<file path="config.mk">
export PLATFORM = sky130hd
export DESIGN_NAME = grid_local_peak_finder_core
export DESIGN_NICKNAME = d
export VERILOG_FILES = /design/src/hdl/glpf_pkg.sv /design/src/hdl/grid_local_peak_finder_core.sv
export SDC_FILE = /design/constraint.sdc
export NUM_CORES = 2
export LEC_CHECK = 0
export ABC_CLOCK_PERIOD_IN_PS = 6600
export BUFFER_PORTS_ARGS = -buffer_cell sky130_fd_sc_hd__buf_2
export CORE_ASPECT_RATIO = 0.8
export CORE_MARGIN = 2
export CORE_UTILIZATION = 40
export CTS_CLUSTER_DIAMETER = 80
export DETAILED_ROUTE_END_ITERATION = 7
export GPL_TIMING_DRIVEN = 0
export PLACE_DENSITY_LB_ADDON = 0.2
export SLEW_MARGIN = 5
export SYNTH_ARGS = -nofsm -noshare
export SYNTH_HDL_FRONTEND = slang
export SYNTH_SLANG_ARGS = --single-unit
</file>
<file path="constraint.sdc">
create_clock -name clk_i -period 6.6 [get_ports clk_i]
set_input_delay 1.32 -clock clk_i [delete_from_list [all_inputs] [get_ports clk_i]]
set_output_delay 1.32 -clock clk_i [all_outputs]
set_load 0.03 [all_outputs]
</file>
<file path="src/hdl/glpf_pkg.sv">
`default_nettype none

package glpf_pkg;

  // Line buffer depth and the column index width that follows from it.
  localparam int MAX_COLS = 32;
  localparam int COL_W    = $clog2(MAX_COLS);

  // Field and register widths fixed by the interface.
  localparam int SAMPLE_W   = 16;
  localparam int ROW_W      = 16;
  localparam int CFG_COLS_W = 6;
  localparam int CFG_IDX_W  = 2;
  localparam int CFG_DATA_W = 16;

  typedef logic signed [SAMPLE_W-1:0] sample_t;

  typedef enum logic [CFG_IDX_W-1:0] {
    REG_GRID_ROWS = 2'd0,
    REG_GRID_COLS = 2'd1
  } cfg_reg_e;

endpackage

`default_nettype wire

</file>
<file path="src/hdl/grid_local_peak_finder_core.sv">
// Channel   Direction  Handshake                 Payload
// -------   ---------  ------------------------  ------------------------------------
// cfg       in         cfg_valid_i / cfg_ready_o  cfg_index_i, cfg_data_i
// in        in         in_valid_i / in_ready_o    sample_i
// out       out        out_valid_o / out_ready_i  peak_row_o, peak_col_o, run_last_o
//
// One sample per cycle is accepted while the decision stage is free or retiring;
// the line buffer is read at accept and candidates are decided in the cycle after;
// a result then passes the output register. A sample deciding k positions holds
// the decision stage until the output register, moving one transaction per cycle
// while not stalled, has taken all k. Reset clears the counters and handshake
// state; the line buffers need no clearing. A stalled output holds its transaction,
// and input keeps flowing until a sample with a result waits in the decision stage.

`default_nettype none

module grid_local_peak_finder_core import glpf_pkg::*; (
  input  wire logic                  clk_i,
  input  wire logic                  rst_ni,
  input  wire logic                  cfg_valid_i,
  output      logic                  cfg_ready_o,
  input  wire logic [CFG_IDX_W-1:0]  cfg_index_i,
  input  wire logic [CFG_DATA_W-1:0] cfg_data_i,
  input  wire logic                  in_valid_i,
  output      logic                  in_ready_o,
  input  wire logic [SAMPLE_W-1:0]   sample_i,
  output      logic                  out_valid_o,
  input  wire logic                  out_ready_i,
  output      logic [ROW_W-1:0]      peak_row_o,
  output      logic [COL_W-1:0]      peak_col_o,
  output      logic                  run_last_o
);

  // Configuration and raster position.
  logic [ROW_W-1:0]      grid_rows_q;
  logic [CFG_COLS_W-1:0] grid_cols_q;
  logic [ROW_W-1:0]      row_q, row_d;
  logic [COL_W-1:0]      col_q, col_d;
  logic                  cfg_write;
  logic                  cfg_restart;

  logic [ROW_W-1:0]      rows_eff;
  logic [CFG_COLS_W-1:0] cols_eff;
  logic [CFG_COLS_W-1:0] col_next_ext;
  logic                  a_last_row;
  logic                  a_has_right;
  logic [COL_W-1:0]      col_right;
  logic                  in_accept;

  // Line buffers.
  sample_t prev_mem  [MAX_COLS];
  sample_t older_mem [MAX_COLS];
  sample_t prev_here_q;
  sample_t prev_right_q;
  sample_t older_rd_q;
  sample_t fwd_data_q;
  logic    fwd_q;

  // Decision stage.
  logic             b_valid_q;
  sample_t          b_sample_q;
  logic [ROW_W-1:0] b_row_q;
  logic [COL_W-1:0] b_col_q;
  logic             b_last_row_q;
  logic             b_has_right_q;
  logic             b_row_ge1_q;
  logic             b_row_ge2_q;
  logic             b_col_ge1_q;
  logic             b_col_ge2_q;
  logic [2:0]       done_q;
  logic [2:0]       cand;
  logic [2:0]       pending;
  logic [2:0]       pick;
  logic [2:0]       rest;
  logic             b_retire;
  logic             out_free;
  logic             out_load;
  sample_t          older_here;

  // Samples to the left: current row at c-1 and c-2, row above at c-1.
  sample_t left_cur_q;
  sample_t left_cur2_q;
  sample_t left_up_q;

  // Output register.
  logic             out_valid_q;
  logic [ROW_W-1:0] out_row_q, out_row_d;
  logic [COL_W-1:0] out_col_q, out_col_d;
  logic             out_last_q;

  assign cfg_ready_o = 1'b1;
  assign cfg_write   = cfg_valid_i & cfg_ready_o;
  assign cfg_restart = cfg_write
                     & ((cfg_index_i == REG_GRID_ROWS) | (cfg_index_i == REG_GRID_COLS));

  assign rows_eff = (grid_rows_q == '0) ? ROW_W'(1) : grid_rows_q;
  always_comb begin
    if (grid_cols_q == '0) begin
      cols_eff = CFG_COLS_W'(1);
    end else if (grid_cols_q > CFG_COLS_W'(MAX_COLS)) begin
      cols_eff = CFG_COLS_W'(MAX_COLS);
    end else begin
      cols_eff = grid_cols_q;
    end
  end

  assign col_next_ext = CFG_COLS_W'(col_q) + CFG_COLS_W'(1);
  assign a_has_right  = col_next_ext < cols_eff;
  assign a_last_row   = row_q == (rows_eff - ROW_W'(1));
  assign col_right    = col_next_ext[COL_W-1:0];

  assign in_ready_o = ~b_valid_q | b_retire;
  assign in_accept  = in_valid_i & in_ready_o;

  always_comb begin
    col_d = col_q;
    row_d = row_q;
    if (in_accept) begin
      if (a_has_right) begin
        col_d = col_right;
      end else begin
        col_d = '0;
        row_d = a_last_row ? '0 : row_q + ROW_W'(1);
      end
    end
  end

  always_ff @(posedge clk_i or negedge rst_ni) begin
    if (!rst_ni) begin
      grid_rows_q <= ROW_W'(1);
      grid_cols_q <= CFG_COLS_W'(1);
      row_q       <= '0;
      col_q       <= '0;
    end else begin
      if (cfg_write) begin
        unique case (cfg_index_i)
          REG_GRID_ROWS: begin
            grid_rows_q <= cfg_data_i[ROW_W-1:0];
          end
          REG_GRID_COLS: begin
            grid_cols_q <= cfg_data_i[CFG_COLS_W-1:0];
          end
          default: begin
          end
        endcase
      end
      // Writing either register restarts the frame.
      if (cfg_restart) begin
        row_q <= '0;
        col_q <= '0;
      end else begin
        row_q <= row_d;
        col_q <= col_d;
      end
    end
  end

  // The previous-row buffer is written at accept, so later reads always see
  // it. The older-row buffer is written when the decision stage retires, which
  // can coincide with a read of the same column in a one-column grid.
  always_ff @(posedge clk_i) begin
    if (in_accept) begin
      prev_mem[col_q] <= sample_i;
      prev_here_q     <= prev_mem[col_q];
      prev_right_q    <= prev_mem[col_right];
      older_rd_q      <= older_mem[col_q];
      fwd_data_q      <= prev_here_q;
    end
    if (b_retire) begin
      older_mem[b_col_q] <= prev_here_q;
    end
  end

  always_ff @(posedge clk_i or negedge rst_ni) begin
    if (!rst_ni) begin
      fwd_q <= 1'b0;
    end else if (in_accept) begin
      fwd_q <= b_retire & (b_col_q == col_q);
    end
  end

  assign older_here = fwd_q ? fwd_data_q : older_rd_q;

  always_ff @(posedge clk_i) begin
    if (in_accept) begin
      b_sample_q    <= sample_i;
      b_row_q       <= row_q;
      b_col_q       <= col_q;
      b_last_row_q  <= a_last_row;
      b_has_right_q <= a_has_right;
      b_row_ge1_q   <= row_q != '0;
      b_row_ge2_q   <= row_q > ROW_W'(1);
      b_col_ge1_q   <= col_q != '0;
      b_col_ge2_q   <= col_q > COL_W'(1);
    end
  end

  // Candidate 0 is the position above, candidate 1 the one to the left in the
  // last row, candidate 2 the sample itself at the end of the frame.
  always_comb begin
    cand[0] = b_row_ge1_q
            & (~b_row_ge2_q | (prev_here_q >= older_here))
            & (~b_col_ge1_q | (prev_here_q >= left_up_q))
            & (~b_has_right_q | (prev_here_q >= prev_right_q))
            & (prev_here_q >= b_sample_q);
    cand[1] = b_last_row_q & b_col_ge1_q
            & (~b_row_ge1_q | (left_cur_q >= left_up_q))
            & (~b_col_ge2_q | (left_cur_q >= left_cur2_q))
            & (left_cur_q >= b_sample_q);
    cand[2] = b_last_row_q & ~b_has_right_q
            & (~b_row_ge1_q | (b_sample_q >= prev_here_q))
            & (~b_col_ge1_q | (b_sample_q >= left_cur_q));
  end

  assign pending = b_valid_q ? (cand & ~done_q) : 3'b000;

  always_comb begin
    pick      = 3'b000;
    out_row_d = b_row_q;
    out_col_d = b_col_q;
    if (pending[0]) begin
      pick      = 3'b001;
      out_row_d = b_row_q - ROW_W'(1);
    end else if (pending[1]) begin
      pick      = 3'b010;
      out_col_d = b_col_q - COL_W'(1);
    end else if (pending[2]) begin
      pick      = 3'b100;
    end
  end

  assign rest     = pending & ~pick;
  assign out_free = ~out_valid_q | out_ready_i;
  assign out_load = (pending != 3'b000) & out_free;
  assign b_retire = b_valid_q & ((pending == 3'b000) | (out_free & (rest == 3'b000)));

  always_ff @(posedge clk_i or negedge rst_ni) begin
    if (!rst_ni) begin
      b_valid_q <= 1'b0;
      done_q    <= '0;
    end else begin
      if (in_accept) begin
        b_valid_q <= 1'b1;
      end else if (b_retire) begin
        b_valid_q <= 1'b0;
      end
      if (b_retire) begin
        done_q <= '0;
      end else if (out_load) begin
        done_q <= done_q | pick;
      end
    end
  end

  always_ff @(posedge clk_i or negedge rst_ni) begin
    if (!rst_ni) begin
      left_cur_q  <= '0;
      left_cur2_q <= '0;
      left_up_q   <= '0;
    end else if (cfg_restart) begin
      left_cur_q  <= '0;
      left_cur2_q <= '0;
      left_up_q   <= '0;
    end else if (b_retire) begin
      left_cur_q  <= b_sample_q;
      left_cur2_q <= left_cur_q;
      left_up_q   <= prev_here_q;
    end
  end

  always_ff @(posedge clk_i or negedge rst_ni) begin
    if (!rst_ni) begin
      out_valid_q <= 1'b0;
    end else if (out_free) begin
      out_valid_q <= out_load;
    end
  end

  always_ff @(posedge clk_i) begin
    if (out_load) begin
      out_row_q  <= out_row_d;
      out_col_q  <= out_col_d;
      out_last_q <= rest == 3'b000;
    end
  end

  assign out_valid_o = out_valid_q;
  assign peak_row_o  = out_row_q;
  assign peak_col_o  = out_col_q;
  assign run_last_o  = out_last_q;

endmodule

`default_nettype wire

</file>
==> After elaboration in Yosys (flattened, before gate mapping) <==
Memories as Yosys holds them, arrays and structs flattened. A register that Yosys moved wholly into a read port is not among the register bits.
Cells that the tools add are included.
{ "op_classes": {"addsub": 5, "mul": 0, "n_div": 0, "order_cmp": 13, "eq_ne": 4, "shifts": 0, "n_mux": 32, "bitwise_logic": 40, "reduce_logical": 15} }
{ "op_table": {"columns": ["operator", "count"], "rows": [
  ["$mux W16", 13],
  ["$ge A16 B16 Y1", 9],
  ["$sub A16 B1 Y16 const B", 2],
  ["$mux W5", 5],
  ["$mux W3", 6],
  ["$and A1 B1 Y1", 17],
  ["$add A16 B1 Y16 const B", 1],
  ["$eq A16 B16 Y1", 1],
  ["$gt A16 B1 Y1 const B", 1],
  ["$logic_not A16 Y1", 1],
  ["$reduce_bool A16 Y1", 1],
  ["$mux W6", 2],
  ["$or A1 B1 Y1", 11],
  ["$reduce_bool A2 Y1", 4],
  ["$not A1 Y1", 7],
  ["$add A5 B1 Y6 const B", 1],
  ["$and A3 B3 Y3", 2],
  ["$gt A6 B6 Y1 const B", 1],
  ["$logic_not A3 Y1", 2],
  ["$logic_not A6 Y1", 1],
  ["$lt A6 B6 Y1", 1],
  ["$mux W1", 6],
  ["$not A3 Y3", 2],
  ["$reduce_and A2 Y1", 3],
  ["other kinds (9)", 9]
]} }
{ "totals": {"ff_bits": 178, "latch_bits": 0, "ram_bits": 1024, "rom_bits": 0, "inputBits": 39, "out_inout_bits": 25, "wordCells": 135, "memories": 2} }
{ "memory_table": {"columns": ["name", "depth", "word_bits", "read_ports", "rd_clocked_by_memory_dff", "wr", "line_no", "source"], "rows": [
  ["older_mem", 32, 16, 1, 1, 1, "grid_local_peak_finder_core.sv:52", "sample_t older_mem [MAX_COLS];"],
  ["prev_mem", 32, 16, 2, 2, 1, "grid_local_peak_finder_core.sv:51", "sample_t prev_mem [MAX_COLS];"]
]} }

==> Longest topological paths before layout <==
{ "logic_depth": {"ltp_word": 22, "mapped_depth": 17, "depth_no_buf": 15} }

==> Least setup slack after synthesis <==
No wires, ideal clock.
{ "synth_path": {"path_type": "reg-to-reg", "from": "register fwd_q", "to": "memory prev_mem[3][0] (netlist name), enable pin", "setup_time_ns": 0.430, "arrival_ns": 5.485, "t_required_ns": 6.170, "path_slack_ns": 0.685, "stages_incl_launch_ff": 16, "path_buffers": 3, "synth_period_minus_slack_ns": 5.915, "cell_sequence": "dfrtp_1 -> clkbuf_1 -> clkbuf_1 -> mux2i_1 -> ha_1 -> nor2b_1 -> o211ai_1 -> a2111oi_0 -> a2111oi_1 -> mux2i_1 -> a2111oi_4 -> a211oi_2 -> or2_2 -> clkbuf_1 -> nand3_1 -> nor4_1"} }
{ "synth_via": {"elab_chain_len": 20, "elab_cells_between_ends": 21, "cone_classes": "order compare (1); mux (5); bitwise (13); reduce/logical (2)"} }
{ "synth_lines": {"columns": ["element", "line_no", "source"], "rows": [
  ["start: declaration", "grid_local_peak_finder_core.sv:57", "logic fwd_q;"],
  ["start signal: assignment", "grid_local_peak_finder_core.sv:178", "fwd_q <= b_retire & (b_col_q == col_q);"],
  ["$mux W16 (*)", "grid_local_peak_finder_core.sv:182", "assign older_here = fwd_q ? fwd_data_q : older_rd_q;"],
  ["$ge A16 B16 Y1 (*)", "grid_local_peak_finder_core.sv:202", "& (~b_row_ge2_q | (prev_here_q >= older_here))"],
  ["$or A1 B1 Y1 (*)", "grid_local_peak_finder_core.sv:202", null],
  ["$and A1 B1 Y1 (*)", "grid_local_peak_finder_core.sv:202", null],
  ["$and A1 B1 Y1 (*)", "grid_local_peak_finder_core.sv:203", "& (~b_col_ge1_q | (prev_here_q >= left_up_q))"],
  ["$and A1 B1 Y1 (*)", "grid_local_peak_finder_core.sv:204", "& (~b_has_right_q | (prev_here_q >= prev_right_q))"],
  ["$and A1 B1 Y1 (*)", "grid_local_peak_finder_core.sv:205", "& (prev_here_q >= b_sample_q);"],
  ["$and A3 B3 Y3 (*)", "grid_local_peak_finder_core.sv:215", "assign pending = b_valid_q ? (cand & ~done_q) : 3'b000;"],
  ["(+5 left out)", null, null],
  ["$and A1 B1 Y1", "grid_local_peak_finder_core.sv:235", "assign b_retire = b_valid_q & ((pending == 3'b000) | (out_free & (rest == 3'b000)));"],
  ["$or A1 B1 Y1 (*)", "grid_local_peak_finder_core.sv:235", null],
  ["$and A1 B1 Y1 (*)", "grid_local_peak_finder_core.sv:235", null],
  ["$or A1 B1 Y1 (*)", "grid_local_peak_finder_core.sv:112", "assign in_ready_o = ~b_valid_q | b_retire;"],
  ["net in_ready_o", "grid_local_peak_finder_core.sv:25", "output logic in_ready_o,"],
  ["$and A1 B1 Y1 (*)", "grid_local_peak_finder_core.sv:113", "assign in_accept = in_valid_i & in_ready_o;"],
  ["$mux W1 (*)", "grid_local_peak_finder_core.sv:162", "if (in_accept) begin"],
  ["$mux W1 (not written as such) (*)", "grid_local_peak_finder_core.sv:163", "prev_mem[col_q] <= sample_i;"],
  ["end: declaration", "grid_local_peak_finder_core.sv:51", null]
]} }
Mark *: on every way through the listed nets, which the timed path passes. The rest lies on a longest branch.

==> Final worst setup path <==
{ "layout_path": {"from": "register col_q[1]", "to": "register prev_right_q[9] (read register of prev_mem), data pin"} }
{ "layout_via": {"elab_chain_len": 1} }
{ "layout_lines": {"columns": ["element", "line_no", "source"], "rows": [
  ["start: declaration", "grid_local_peak_finder_core.sv:38", "logic [COL_W-1:0] col_q, col_d;"],
  ["start signal: assignment", "grid_local_peak_finder_core.sv:153", "col_q <= col_d;"],
  ["$add A5 B1 Y6", "grid_local_peak_finder_core.sv:107", "assign col_next_ext = CFG_COLS_W'(col_q) + CFG_COLS_W'(1);"],
  ["end: declaration", "grid_local_peak_finder_core.sv:54", "sample_t prev_right_q;"]
]} }
Every way passes these cells.
A chain may end at the register's enable or synchronous reset.

==> flow_summary.ini <==
[setup_path]
end_kind = register
cp_max_fo = 10
max_stage_delay_ns = 0.74
path_class = reg -> reg
reg2reg_to = prev_right_q[9]
crit_required_ns = 7.09
cp-start-kind = register
slowest_stage = clkdlybuf4s15_1
r2r_start = col_q[1]
critPathArrivalTime_ns = 6.96
cp_cell_sequence = clkbuf_1 > clkbuf_1 > clkdlybuf4s15_1 > clkdlybuf4s15_2 > inv_1 > ha_1 > buf_1 > clkbuf_2 > mux4_2 > mux4_2 > nand2_1 > nand2_1
worst_r2r_path_depth = 12
reg2reg_slack_ns = 0.13

[grt]
grt_start_max_net_pins = 80
grt_usage = 0.2452
grt_pass1_vias = 31075
antenna_found_initial = 6
grt_pass1_wl_um = 239700
overflow = 0

[layout]
layout-drive-gt1-share = 0.2422
final_common_cell = edfxtp_1
fin_cells = 5129
final_area_mm2 = 0.06250
final_cell_mix = 1153 x edfxtp_1, 416 x mux4_2, 190 x nand2_1
final_net_count = 3413
syn_to_final_growth_pct = 13.63
finalCoreUtilization = 0.4587

[synth]
syn_area_per_cell_um2 = 18.27
synthSimpleGateAreaFrac = 0.04845
synthAdderAreaFrac = 0.03016
syn_nets = 3181
seq_area_frac_synth = 0.6736
async_reset_ff_frac = 0.07760
synth_compound_area_frac = 0.04170
synth_top_family_by_area = multiplexers
yosys_warnings = 0
synth_top_area_share = 0.6295
synthXorXnorAreaFrac = 0.007006
netlist_instances = 3011
muxShareOfSynthArea = 0.1796
synth_edf_count = 1153
synthTopCellsByArea = edfxtp_1 63%, mux4_2 17%, dfrtp_1 4.3%
synthFlopType = edfxtp_1
syn-cell-area_mm2 = 0.05501
yosys.area.top_type = edfxtp_1
ys_types = 79
ys_seq_elements = 1250

[clock_tree]
cts_root_buffer = clkbuf_16
cts.path.max_buffers = 3
cts_tree = done
numCtsBuffers = 130
cts_sinks = 1250
htree_levels = 4
clk_latency_ns = 0.77
path_clk_slew_ns = 0.06

[timing]
min_period_over_period = 0.9801
rsz0062_at_grt = true
hold_slack_ns = 0.5006
skew_ns = 0.03697
period_needed_ns = 6.468
max_freq_mhz = 154.6
relSlewSlack = 0.008859
hold_viol = 0
setup_viol = 0
tightest_slew_ns = 1.481
slew_viol_final = 0

[die]
dieArea_mm2 = 0.1405
io_pins = 64
fp-row-count = 121
initial_core_util = 0.4037
fp.dieW_um = 418.6
coreArea_mm2 = 0.1363
die_h_um = 335.7

[power_and_ir_drop]
p_int_mw = 16.96
pwr-share-comb = 0.329
clock_power_share = 0.274
total_power_mw = 25.67
switching_share = 0.3391
max-vdd-ir-drop_v = 0.0002660
p_leak_nw = 20.66
p_sw_mw = 8.704
power.density_mw_per_mm2 = 410.6
pwr-share-seq = 0.397

[drt]
vias = 32111
viasPerCell = 6.261
wl_per_cell_um = 33.51
wirelength_um = 171900
drtPass1Iterations = 6
drc = 0
drt-initial-drc-count = 4313
ant_nets = 0

[run_status]
outcome = complete, but fails checks
failed_checks = capacitance limit

[place]
dp.cells = 4893
hpwl_um = 120400
placed_cell_area_mm2 = 0.05841
routabilityCongestion = 0.9022
io_buffers = 62

[hold_path]
worstHoldEndpoint = done_q[2]
min_path_cells = 1
min-delay-start = done_q[2]
hp-class = reg -> reg

[job]
cap_viol_max_count = 1
==> flip-flops by register name, indices dropped and copies added, names as in the netlist, 6 cells and up <==
register / cells
left_up_q: 16
prev_here_q: 16
b_row_q: 16
grid_cols_q: 6
prev_mem: 512
peak_row_o: 16
prev_right_q: 16
older_rd_q: 16
row_q: 16
b_sample_q: 16
fwd_data_q: 16
left_cur2_q: 16
left_cur_q: 16
grid_rows_q: 16
older_mem: 512
==> through the flow <==
stage	worst slack (ns)	setup TNS (ns)
6_report	0.1315	0
5_1_grt	-0.02620	-0.02620
4_1_cts	0.09324	0
3_5_place_dp	-1.760	-46.38
3_3_place_gp	-3.799	-307.98
2_1_floorplan	0.6846	0
==> worst max-delay path by stage <==
stage,endpoint,from,cells past startpoint
floorplan,prev_mem[3][0],fwd_q,15
global placement,prev_mem[3][10],prev_here_q[9],12
detailed placement,prev_right_q[7],col_q[0],14
CTS,in_ready_o,fwd_q,13
global route,prev_right_q[3],col_q[1],12
finish,prev_right_q[9],col_q[1],12
==> per-layer routing <==
| metal | track usage | up-vias | routed length [um] |
|---|---|---|---|
| li1 | - | 12911 | - |
| met1 | 0.3582 | 16985 | 72290 |
| met2 | 0.3530 | 1948 | 74590 |
| met3 | 0.08076 | 257 | 21060 |
| met4 | 0.06206 | 10 | 3831 |
| met5 | 0 | - | 92 |
==> power groups by stage <==
stage	sequential [mW]	combinational, mW	clock (mW)
after detailed placement	10.4	8.25	0
after global placement	10.9	7.21	0
after global routing	10.2	8.84	7.41
after floorplan	10.3	4.55	0
final	10.2	8.43	7.04
after CTS	10.2	8.31	7.12
==> critical path: cells and delay by family (launching register included) <==
family                     cells  cell delay [ns]
adders and majority gates      1             0.63
buffers and inverters          7             3.84
DFF                            1             0.43
muxes                          2             1.05
and+or+nand+nor                2             0.22
==> cells in the mapped netlist, drive strengths merged (23+ instances only) <==
library cell	number
clkbuf	110
dfrtp	95
xor2	24
ha	131
o21ai	40
nand4	62
a22oi	128
mux2	23
nand2	190
edfxtp	1153
buf	58
inv	102
a21oi	95
mux2i	25
nor2	48
mux4	416
nor3	23
and3	71
==> cells by family after synthesis <==
group | after synthesis
other cells | 1
flops | 1250
buf+inv | 271
xor+xnor | 44
simple gates | 508
mux | 464
compound gates | 340
fa+ha+maj | 133
==> timing repair <==
| item | in CTS | in global routing |
|---|---|---|
| endpoints found under the setup margin | 96 | 7 |
| setup buffers | 3 | 0 |
| gates resized for setup | 16 | 3 |
| hold buffers | 0 | 0 |
| pin swaps | 1 | 0 |
==> layout make-up <==
cell class              count  area (um^2)
plain buffers             165        728.2
clock inverters            63        435.4
repair buffers            103         1156
multi-input cells        1490        16930
well taps                1783         2231
flip-flops and latches   1250        37050
fillers                 11493        73750
clock buffers             170         3580
diodes                      2        5.005
inverters                 103        386.6
No activity file was read; power rests on OpenSTA's default activity.
